`src/hdl/wrb_pkg.sv`:
```
package wrb_pkg;

    typedef enum logic [2:0] {
        OP_PUSH_HEADER = 3'd0,
        OP_PUSH_DATA   = 3'd1,
        OP_QUERY       = 3'd2,
        OP_FETCH       = 3'd3,
        OP_CLEAR       = 3'd4
    } t_op;

    localparam logic [2:0] KIND_PUSH_ACK = 3'd0;
    localparam logic [2:0] KIND_STATUS   = 3'd1;
    localparam logic [2:0] KIND_HEADER   = 3'd2;
    localparam logic [2:0] KIND_BYTE     = 3'd3;
    localparam logic [2:0] KIND_END      = 3'd4;

    localparam logic [1:0] STATUS_SUCCESS  = 2'd0;
    localparam logic [1:0] STATUS_UPTODATE = 2'd1;
    localparam logic [1:0] STATUS_SNAPSHOT = 2'd2;

    localparam int TOTAL_W = 9;

    typedef struct packed {
        logic [2:0]  opcode;
        logic [7:0]  component;
        logic [7:0]  tag;
        logic [7:0]  value_length;
        logic [7:0]  value_byte;
        logic [31:0] since_sequence;
        logic [31:0] record_limit;
    } t_in_item;

    typedef struct packed {
        logic [2:0]  kind;
        logic [31:0] sequence_res;
        logic [7:0]  out_component;
        logic [7:0]  out_tag;
        logic [7:0]  out_value_length;
        logic [7:0]  out_byte;
        logic [1:0]  status;
        logic        last;
        logic [31:0] head_sequence;
        logic [31:0] oldest_sequence;
        logic [8:0]  held_records;
    } t_out_item;

    typedef struct packed {
        t_op                op;
        logic [7:0]         comp;
        logic [7:0]         tag;
        logic [7:0]         vlen;
        logic [7:0]         vbyte;
        logic [31:0]        since;
        logic [31:0]        limit;
        logic [TOTAL_W-1:0] total;
        logic               too_big;
    } t_cmd;

endpackage

```
`src/hdl/wrb_front.sv`:
```
module wrb_front import wrb_pkg::*; #(
    parameter int RING_BYTES   = 4096,
    parameter int HEADER_BYTES = 12
) (
    input  logic     i_clk,
    input  logic     i_rst_n,
    input  logic     i_in_valid,
    output logic     o_in_ready,
    input  t_in_item i_in_item,
    output logic     o_cmd_valid,
    output t_cmd     o_cmd,
    input  logic     i_cmd_pop
);

    t_cmd       r_q [2];
    logic       r_wp, r_rp;
    logic [1:0] r_fill;
    t_cmd       cmd;
    logic       keep, push;

    always_comb begin
        cmd.op      = t_op'(i_in_item.opcode);
        cmd.comp    = i_in_item.component;
        cmd.tag     = i_in_item.tag;
        cmd.vlen    = i_in_item.value_length;
        cmd.vbyte   = i_in_item.value_byte;
        cmd.since   = i_in_item.since_sequence;
        cmd.limit   = i_in_item.record_limit;
        cmd.total   = TOTAL_W'(HEADER_BYTES) + TOTAL_W'(i_in_item.value_length);
        cmd.too_big = 32'(cmd.total) > 32'(RING_BYTES);
    end

    // Undefined opcodes are accepted and dropped here; they cause no result.
    assign keep        = i_in_item.opcode <= OP_CLEAR;
    assign o_in_ready  = r_fill != 2'd2;
    assign push        = i_in_valid && o_in_ready && keep;
    assign o_cmd_valid = r_fill != 2'd0;
    assign o_cmd       = r_q[r_rp];

    always_ff @(posedge i_clk) begin
        if (push) begin
            r_q[r_wp] <= cmd;
        end
        if (!i_rst_n) begin
            r_wp   <= 1'b0;
            r_rp   <= 1'b0;
            r_fill <= 2'd0;
        end else begin
            if (push) begin
                r_wp <= ~r_wp;
            end
            if (i_cmd_pop) begin
                r_rp <= ~r_rp;
            end
            r_fill <= r_fill + 2'(push) - 2'(i_cmd_pop);
        end
    end

endmodule

```
`config.mk`:
```
export PLATFORM = sky130hd
export DESIGN_NAME = wrb_front
export DESIGN_NICKNAME = d
export VERILOG_FILES = /design/src/hdl/wrb_pkg.sv /design/src/hdl/wrb_front.sv
export SDC_FILE = /design/constraint.sdc
export NUM_CORES = 1
export LEC_CHECK = 0
export ABC_CLOCK_PERIOD_IN_PS = 6280
export BUFFER_PORTS_ARGS = -buffer_cell sky130_fd_sc_hd__buf_2
export CORE_MARGIN = 2
export CORE_UTILIZATION = 25
export DETAILED_ROUTE_END_ITERATION = 16
export PLACE_DENSITY = 0.41
export SLEW_MARGIN = 20
export SYNTH_ARGS = -nofsm -noshare
export SYNTH_HDL_FRONTEND = slang
export SYNTH_SLANG_ARGS = --single-unit
```
`constraint.sdc`:
```
create_clock -name i_clk -period 6.28 [get_ports i_clk]
set_input_delay 1.256 -clock i_clk [delete_from_list [all_inputs] [get_ports i_clk]]
set_output_delay 1.256 -clock i_clk [all_outputs]
set_load 0.02 [all_outputs]
```
==> results of run 1 <==
stage by stage:
stage / TNS, ns / hold WS (ns) / instance area (sq um) / worst slack [ns]
after global routing: 0 / 0.566 / 10400 / 1.99
final: 0 / 0.521 / 10400 / 2.19
after floorplan: -62.95 / 0.451 / 8160 / -0.297
after CTS: 0 / 0.527 / 10400 / 2.12
after global placement: 0 / 0.501 / 9710 / 2.70
after detailed placement: 0 / 0.518 / 9710 / 2.70
how the worst min path moves through the flow:
stage | cells after the start | from | end | slack [ns]
after floorplan | 2 | r_wp | r_wp | 0.45
after detailed placement | 2 | r_wp | r_wp | 0.52
after global routing | 2 | r_wp | r_wp | 0.57
after global placement | 2 | r_wp | r_wp | 0.50
final | 2 | r_wp | r_wp | 0.52
after CTS | 2 | r_wp | r_wp | 0.53
power by group:
part | switching, mW | total (mW) | internal (mW)
Sequential | 0.0422 | 1.77 | 1.73
Clock | 0.544 | 1.30 | 0.760
Combinational | 0.301 | 0.510 | 0.208
Total | 0.887 | 3.58 | 2.69
metal layers:
| metal | vias up | wire (um) | GRT usage [%] |
|---|---|---|---|
| met5 | - | 14 | 0 |
| met4 | 2 | 507 | 3.11 |
| met3 | 31 | 1310 | 3.18 |
| met2 | 153 | 8070 | 16.3 |
| met1 | 2024 | 6750 | 10.9 |
| li1 | 1910 | - | - |
state kept, by name, indices dropped and copies added (netlist names), named ones only:
signal	count
r_fill	2
r_q	212
r_rp	1
r_wp	1
tightest hold or removal path, delay by kind of cell (launching register included):
| kind | cells | cell delay [ns] |
|---|---|---|
| DFF | 1 | 0.34 |
| and+or+nand+nor | 1 | 0.07 |
| muxes | 1 | 0.06 |
final cells by class:
class | instances | area [sq um]
sequential | 217 | 6470
timing repair buffer | 218 | 1110
inverter | 5 | 18.8
clock inverter | 12 | 86.3
fill | 3195 | 21900
tap | 442 | 553
multi-input combinational | 136 | 1570
clock buffer | 28 | 637
synthesized netlist by cell type (all sizes together):
cell type  instances
a21o               1
and2               4
buf               15
conb               1
dfxtp              5
edfxtp           212
ha                 3
inv                5
mux2             106
mux2i              1
nand2              3
nand2b             1
nand3              2
nor2               3
nor3b              1
o21ai              2
or2                1
xnor2              5
xor2               2
cells by family after synthesis:
kind of cell,after synthesis
DFF,217
muxes,107
buffers and inverters,20
and+or+nand+nor,15
xor gates and xnor gates,7
adders and majority gates,3
AOI/OAI and AO/OA,3
other,1
layout by cell type (no fill, tap or decap):
| cell type | synthesis | layout |
|---|---|---|
| or2_2 | 1 | 1 |
| ha_1 | 3 | 3 |
| dfxtp_1 | 5 | 4 |
| buf_4 | 3 | 6 |
| clkinv_1 | 0 | 5 |
| a21o_1 | 1 | 1 |
| nor2_4 | 0 | 2 |
| nand2_1 | 3 | 3 |
| xor2_1 | 2 | 2 |
| clkbuf_1 | 0 | 3 |
| o21ai_0 | 2 | 2 |
| nand3_1 | 2 | 2 |
| clkbuf_16 | 0 | 25 |
| and2_1 | 4 | 4 |
| nand2b_1 | 1 | 1 |
| bufinv_16 | 0 | 1 |
| mux2_2 | 66 | 66 |
| edfxtp_1 | 212 | 212 |
| inv_1 | 5 | 5 |
| nor2_1 | 3 | 1 |
| buf_2 | 6 | 212 |
| mux2_4 | 40 | 40 |
| dfxtp_4 | 0 | 1 |
| clkinv_2 | 0 | 4 |
| inv_6 | 0 | 2 |
| nor3b_1 | 1 | 1 |
| xnor2_1 | 5 | 5 |
| conb_1 | 1 | 1 |
| mux2i_1 | 1 | 1 |
==> run_results.csv, run 1 <==
group,metric,value,unit
outcome,outcome,"finished clean",
clock_network,cts_max_path_buffers,3,
setup_path,crit_buf_inv,2,
power_and_ir_drop,vdd_drop_max,0.183,mV
setup_path,cp-start-kind,"flop",
setup_path,critical_path.endpoint_type,"output port",
setup_path,criticalPathCategory,"flop to output port",
place,portBuffers,212,
setup_path,crit_slowest_cell,"dfxtp_4",
global_routing,antenna_found_initial,1,
floorplanning,die-width,185,um
finish,utilization,32.2,%
clock_network,numClockSinks,217,
floorplanning,die_area,34100,sq um
synth,synthMuxAreaShare,16.6,%
setup_path,endpoint,"o_cmd[28]",
clock_network,htree_levels,1,
clock_network,cts.reportedPaths.clkPinSlew,0.06,ns
floorplanning,core_area,32400,sq um
finish,nets,709,
synth,synth_largest_area_cell,"edfxtp_1",
synth,synthXorXnorAreaFrac,0.752,%
synth,ys_ff_latch,217,
setup_path,worstReg2RegEnd,"r_q[1][52]",
sta,rsz0062_at_grt,"no",
synth,yosys.area_share.simple,0.951,%
sta,worst_slew_pin_slew,0.910,ns
synth,synth_compound_area_share,0.215,%
synth,syn_area_per_cell,21.9,sq um
sta,fmax,244,MHz
floorplanning,initial_core_util,25.2,%
setup_path,cp.depth,3,
flow_run,drv_cap,0,
setup_path,path_max_fanout,51,
clock_network,post_cts_buffers,0,
synth,synth-seq-area-share,79.3,%
detailed_routing,drc,0,
sta,fin_crit_sh,65.2,%
setup_path,reg2reg_setup_slack,4.30,ns
synth,synth_top_family_by_area,"multiplexers",
finish,synthToLayoutAreaGrowth,28.0,%
sta,finalMaxSlewViolations,0,
setup_path,cp.required,5.02,ns
synth,ys.warnings.count,0,
sta,fin_skew,0.0152,ns
global_routing,grt_pass1_vias,4493,
clock_network,cts_tree,"yes",
detailed_routing,ant_nets,0,
detailed_routing,drtIter0Drc,189,
floorplanning,io_pins,214,
global_routing,grt_max_degree,56,
setup_path,slowest_delay,0.89,ns
power_and_ir_drop,power.leakage,3.88,nW
detailed_routing,dr.pass1.iters,4,
place,place_congestion,0.709,
power_and_ir_drop,total_power,3.58,mW
floorplanning,rows,66,
sta,period_minus_slack,4.09,ns
setup_path,reg2reg_depth,4,
global_routing,grt_util_all_layers,9.43,%
power_and_ir_drop,powerDensity,343,nW/um^2
sta,setup_viol,0,
global_routing,grt_pass1_wl,24700,um
clock_network,clock_latency,0.52,ns
sta,max_slew_margin,39.4,%
setup_path,r2r_start,"r_fill[0]",
finish,drive_gt1_share,58.4,%
worst_hold_path,hold_path.class,"flop to flop",
global_routing,overflow,0,
clock_network,numCtsBuffers,25,
synth,synthTopCellsByArea,"edfxtp_1, mux2_2, mux2_4",
synth,synth_top_area_share,78.0,%
finish,final_cells,1058,
synth,syn_inst,373,
detailed_routing,via_count,4120,
detailed_routing,drt-total-wl,16700,um
clock_network,postCtsHoldBufs,0,
setup_path,cp_cell_sequence,"buf_4 > mux2_2 > buf_2",
detailed_routing,wl_per_cell,15.7,um
detailed_routing,via_per_inst,3.89,
synth,synth_cell_types,22,
place,dp_hpwl,10700,um
setup_path,path_delay_family,"flip-flops",
clock_network,cts-resized-gates,0,
setup_path,arrival,2.84,ns
synth,syn_nets,479,
synth,synth_area,8160,sq um
finish,antenna-diode-count,0,
place,dp_cells,1018,
clock_network,root_buffer,"clkbuf_16",
floorplanning,die_h,185,um
sta,final_hold_viol_count,0,
synth,post_synth_fa_ha_maj_area_fraction,0.460,%
No activity file was read; power rests on OpenSTA's default activity.
==> inputs of run 2 (changes only) <==
Settings changed: ABC_CLOCK_PERIOD_IN_PS 6280 to 3900, PLACE_DENSITY 0.41 to 0.4.
Clock period 6.28 ns to 3.9 ns, I/O delays scaled along.
==> run 2 against run 1 <==
  * Worst hold slack worse by 0.070 ns
  * Core utilization rose by 0.37 points
  * Cell area is 1.2% higher
  * Critical endpoint is now o_cmd[53]
  * Non-clock buffer count grew 1
  * Worst setup slack got worse by 1.4 ns
  * Combinational power is 65% higher
  * Global-route usage about the same
  * Die area unchanged
  * Sequential share of layout area decreased by 0.71 points
  * Sequential cell count is the same
  * Register-to-register slack worse by 2.5 ns
==> run_results.csv, run 2 (synthesized netlist as in run 1, its figures left out) <==
group,metric,value,unit
worst_hold_path,hold_end,"r_q[0][47]",
place,portBuffers,212,
worst_hold_path,hold_path.class,"primary input to flop",
global_routing,grt_pass1_wl,24800,um
setup_path,reg2reg_setup_slack,1.78,ns
finish,synthToLayoutAreaGrowth,29.4,%
clock_network,numCtsBuffers,27,
sta,rsz0062_at_grt,"no",
sta,fmax,322,MHz
global_routing,grt_max_degree,67,
clock_network,cts_tree,"yes",
sta,fin_skew,0.00870,ns
outcome,outcome,"finished clean",
worst_hold_path,whs_path_depth,1,
place,post-place-ws,1.06,ns
floorplanning,die-width,185,um
clock_network,postCtsHoldBufs,0,
detailed_routing,drc,0,
sta,final_hold_viol_count,0,
detailed_routing,via_per_inst,3.91,
setup_path,crit_slowest_cell,"dfxtp_4",
clock_network,post_cts_buffers,0,
setup_path,cp-start-kind,"flop",
detailed_routing,drt-total-wl,16800,um
clock_network,root_buffer,"clkbuf_16",
power_and_ir_drop,powerDensity,560,nW/um^2
floorplanning,io_pins,214,
clock_network,cts-resized-gates,0,
sta,fin_crit_sh,79.6,%
floorplanning,die_area,34100,sq um
worst_hold_path,min_from,"i_in_item[38]",
finish,drive_gt1_share,57.9,%
floorplanning,rows,66,
clock_network,numClockSinks,217,
place,dp_cells,1019,
floorplanning,initial_core_util,25.2,%
detailed_routing,via_count,4185,
flow_run,drv_cap,0,
sta,period_minus_slack,3.11,ns
detailed_routing,wl_per_cell,15.7,um
power_and_ir_drop,vdd_drop_max,0.288,mV
finish,final_cells,1069,
finish,largest_register_ffs,212,
clock_network,cts.reportedPaths.clkPinSlew,0.06,ns
clock_network,clock_latency,0.51,ns
finish,utilization,32.6,%
setup_path,r2r_start,"r_fill[0]",
sta,max_slew_margin,50.1,%
finish,nets,712,
power_and_ir_drop,power.leakage,3.92,nW
place,place_congestion,0.681,
global_routing,antenna_found_initial,3,
setup_path,crit_buf_inv,2,
floorplanning,die_h,185,um
floorplanning,core_area,32400,sq um
setup_path,path_delay_family,"flip-flops",
clock_network,cts_max_path_buffers,3,
setup_path,critical_path.endpoint_type,"output port",
setup_path,cp_cell_sequence,"buf_4 > mux2_2 > buf_2",
detailed_routing,dr.pass1.iters,4,
global_routing,grt_util_all_layers,9.42,%
place,dp_hpwl,10900,um
setup_path,cp.required,3.12,ns
finish,reg_top3,"r_q x212, r_fill x2",
detailed_routing,drtIter0Drc,195,
global_routing,overflow,0,
global_routing,grt_pass1_vias,4503,
finish,final_cell_mix,"buf_2, edfxtp_1, mux2_2",
detailed_routing,ant_nets,0,
setup_path,worstReg2RegEnd,"r_q[1][34]",
sta,worst_slew_pin_slew,0.749,ns
sta,setup_viol,0,
sta,setup_ws,0.794,ns
setup_path,slowest_delay,0.82,ns
setup_path,path_max_fanout,46,
sta,finalMaxSlewViolations,0,
setup_path,criticalPathCategory,"flop to output port",
clock_network,htree_levels,1,
setup_path,arrival,2.33,ns
finish,regMostFlops,"r_q",
setup_path,reg2reg_depth,4,
-- run 2: changes by cell type in the layout (fill, tap and decap cells not counted), sizes merged --
| cell | delta |
|---|---|
| clkbuf | +8 |
| diode | +2 |
| buf | +1 |
| clkinv | +1 |
| inv | -1 |
-- run 2: final cells by class --
| cell class | instances | area (sq um) |
|---|---|---|
| multi-input combinational | 136 | 1570 |
| antenna | 2 | 5.00 |
| tap | 442 | 553 |
| clock inverter | 12 | 83.8 |
| timing repair buffer | 219 | 1150 |
| sequential | 217 | 6470 |
| inverter | 5 | 18.8 |
| clock buffer | 36 | 709 |
| fill | 3226 | 21800 |
-- run 2: how the worst max path moves through the flow --
stage | endpoint | cells past startpoint
after global routing | o_cmd[56] | 3
after CTS | o_cmd[56] | 3
after floorplan | r_q[0][100] | 3
after detailed placement | r_q[1][28] | 5
final | o_cmd[53] | 3
after global placement | r_q[1][22] | 5
-- run 2: stage by stage --
stage / setup TNS (ns) / cell area (sq um) / hold WS [ns] / power [mW]
CTS: 0 / 10600 / 0.419 / 6.03
global route: 0 / 10600 / 0.418 / 6.19
global placement: 0 / 9760 / 0.503 / 3.73
finish: 0 / 10600 / 0.451 / 5.91
detailed placement: 0 / 9760 / 0.515 / 3.75
floorplan: -93.00 / 8160 / 0.463 / 3.44
-- run 2: per-layer routing --
layer | GRT usage (%) | vias up | part of all wire (%)
li1 | - | 1931 | -
met1 | 11.4 | 2068 | 42
met2 | 15.8 | 149 | 48
met3 | 3.12 | 33 | 7.6
met4 | 3.08 | 4 | 2.9
met5 | 0 | - | 0.16
-- run 2: power breakdown --
part,total (mW),switching (mW),internal (mW)
Clock,2.23,0.895,1.33
Combinational,0.841,0.496,0.345
Sequential,2.84,0.0611,2.78
==> inputs of run 3 (changes only) <==
Settings changed: ABC_CLOCK_PERIOD_IN_PS 3900 to 2650, PLACE_DENSITY 0.4 to 0.41.
Clock period 3.9 ns to 2.65 ns, I/O delays scaled along.
==> run 3 against run 2 <==
  * Final cell count about the same
  * Largest cell class unchanged
  * Global-route usage about the same
  * Routed wire length decreased by 1.0%
  * First-iteration DRC count down 26%
  * Critical path depth is the same
  * Sequential cell count unchanged
==> run_results.csv, run 3 (synthesized netlist as in run 1, its figures left out) <==
group,metric,value,unit
finish,final_cells,1068,
place,place_area,9800,sq um
detailed_routing,wl_per_cell,15.5,um
place,dp_hpwl,10700,um
sta,max_slew_margin,64.5,%
floorplanning,rows,66,
finish,fillers,3210,
place,dp_cells,1020,
sta,fmax,402,MHz
finish,largest_register_ffs,212,
clock_network,cts.reportedPaths.clkPinSlew,0.06,ns
clock_network,numCtsBuffers,26,
finish,synthToLayoutAreaGrowth,29.9,%
sta,worst_slew_pin_slew,0.533,ns
flow_run,drv_cap,0,
floorplanning,core_area,32400,sq um
power_and_ir_drop,powerDensity,818,nW/um^2
clock_network,post_cts_buffers,0,
global_routing,grt_util_all_layers,9.40,%
global_routing,grt_pass1_wl,24800,um
sta,finalMaxSlewViolations,0,
finish,utilization,32.7,%
global_routing,grt_pass1_vias,4455,
sta,fin_skew,0.00906,ns
finish,nets,712,
floorplanning,io_pins,214,
global_routing,grt_max_degree,89,
global_routing,antenna_found_initial,1,
clock_network,cts_tree,"yes",
place,portBuffers,212,
place,post-place-ws,0.571,ns
global_routing,overflow,0,
floorplanning,die-width,185,um
clock_network,root_buffer,"clkbuf_16",
power_and_ir_drop,vdd_drop_max,0.456,mV
finish,regMostFlops,"r_q",
setup_path,arrival,1.96,ns
detailed_routing,via_per_inst,3.87,
setup_path,cp-start-kind,"flop",
floorplanning,die_h,185,um
detailed_routing,drt-total-wl,16600,um
power_and_ir_drop,power.leakage,3.93,nW
setup_path,path_max_fanout,42,
sta,fin_crit_sh,93.9,%
floorplanning,initial_core_util,25.2,%
sta,whs,0.194,ns
clock_network,postCtsHoldBufs,0,
clock_network,cts-resized-gates,0,
detailed_routing,drtIter0Drc,145,
setup_path,critical_path.endpoint_type,"output port",
clock_network,clock_latency,0.52,ns
setup_path,crit_buf_inv,2,
setup_path,cp_cell_sequence,"buf_12 > mux2_2 > buf_2",
sta,setup_ws,0.161,ns
outcome,outcome,"finished clean",
setup_path,cp.required,2.12,ns
clock_network,cts_max_path_buffers,3,
finish,reg_top3,"r_q x212, r_fill x2",
sta,setup_viol,0,
setup_path,path_delay_family,"flip-flops",
clock_network,numClockSinks,217,
finish,drive_gt1_share,58.4,%
worst_hold_path,hold_path.class,"primary input to flop",
sta,period_minus_slack,2.49,ns
finish,final_cell_mix,"buf_2, edfxtp_1, mux2_2",
setup_path,criticalPathCategory,"flop to output port",
sta,final_hold_viol_count,0,
place,place_congestion,0.666,
finish,design_area,10600,sq um
sta,rsz0062_at_grt,"no",
detailed_routing,ant_nets,0,
setup_path,slowest_delay,0.55,ns
setup_path,crit_slowest_cell,"dfxtp_4",
clock_network,htree_levels,1,
detailed_routing,via_count,4133,
detailed_routing,drc,0,
floorplanning,die_area,34100,sq um
detailed_routing,dr.pass1.iters,4,
[run 3: cell count changes in the layout (fill, tap and decap cells not counted), moves of 2 or more]
cell | before | now
clkinvlp_4 | 0 | 2
buf_12 | 3 | 5
clkinv_1 | 6 | 11
clkbuf_1 | 9 | 3
[run 3: worst register-to-register path, stage by stage, from the launching register on]
cell	delay (ns)
dfxtp_1	0.34
nand2b_1	0.15
nand3_2	0.19
nor2_4	0.20
buf_4	0.46
[run 3: layout make-up]
cell class | count | area (sq um) | area share, %
clock buffers | 30 | 687 | 6.49
flip-flops and latches | 217 | 6470 | 61.1
well taps | 442 | 553 | 5.22
inverters | 5 | 18.8 | 0.177
clock inverters | 17 | 101 | 0.957
repair buffers | 220 | 1180 | 11.2
diodes | 1 | 2.50 | 0.0236
multi-input cells | 136 | 1580 | 14.9
[run 3: path summary, 6_finish.rpt]
| check | start | end | slack, ns | cells past startpoint |
|---|---|---|---|---|
| worst max-delay path | flop | o_cmd[57] | 0.16 | 3 |
| worst min-delay path | i_in_item[39] | r_q[1][48] | 0.19 | 1 |
| worst max register to register | r_fill[0] | r_q[0][34] | 0.91 | 4 |
| worst min register to register | r_wp | r_wp | 0.53 | 2 |
[run 3: report_power, final]
part	internal, mW	switching, mW	leakage, nW
Clock	1.93	1.32	0.380
Sequential	4.09	0.0731	1.99
Combinational	0.518	0.744	1.56
Total	6.53	2.13	3.93
[run 3: routing by layer]
| layer | global-route usage (%) | part of all wire (%) |
|---|---|---|
| met1 | 10.5 | 40 |
| met2 | 16.6 | 49 |
| met3 | 3.32 | 7.9 |
| met4 | 3.27 | 3.0 |
| met5 | 0 | 0 |
[run 3: stage by stage]
step           setup TNS (ns)  power [mW]
2_1_floorplan          -40.97        5.06
3_3_place_gp                0        5.51
3_5_place_dp                0        5.53
4_1_cts                     0        8.84
5_1_grt                     0        9.06
6_report                    0        8.67
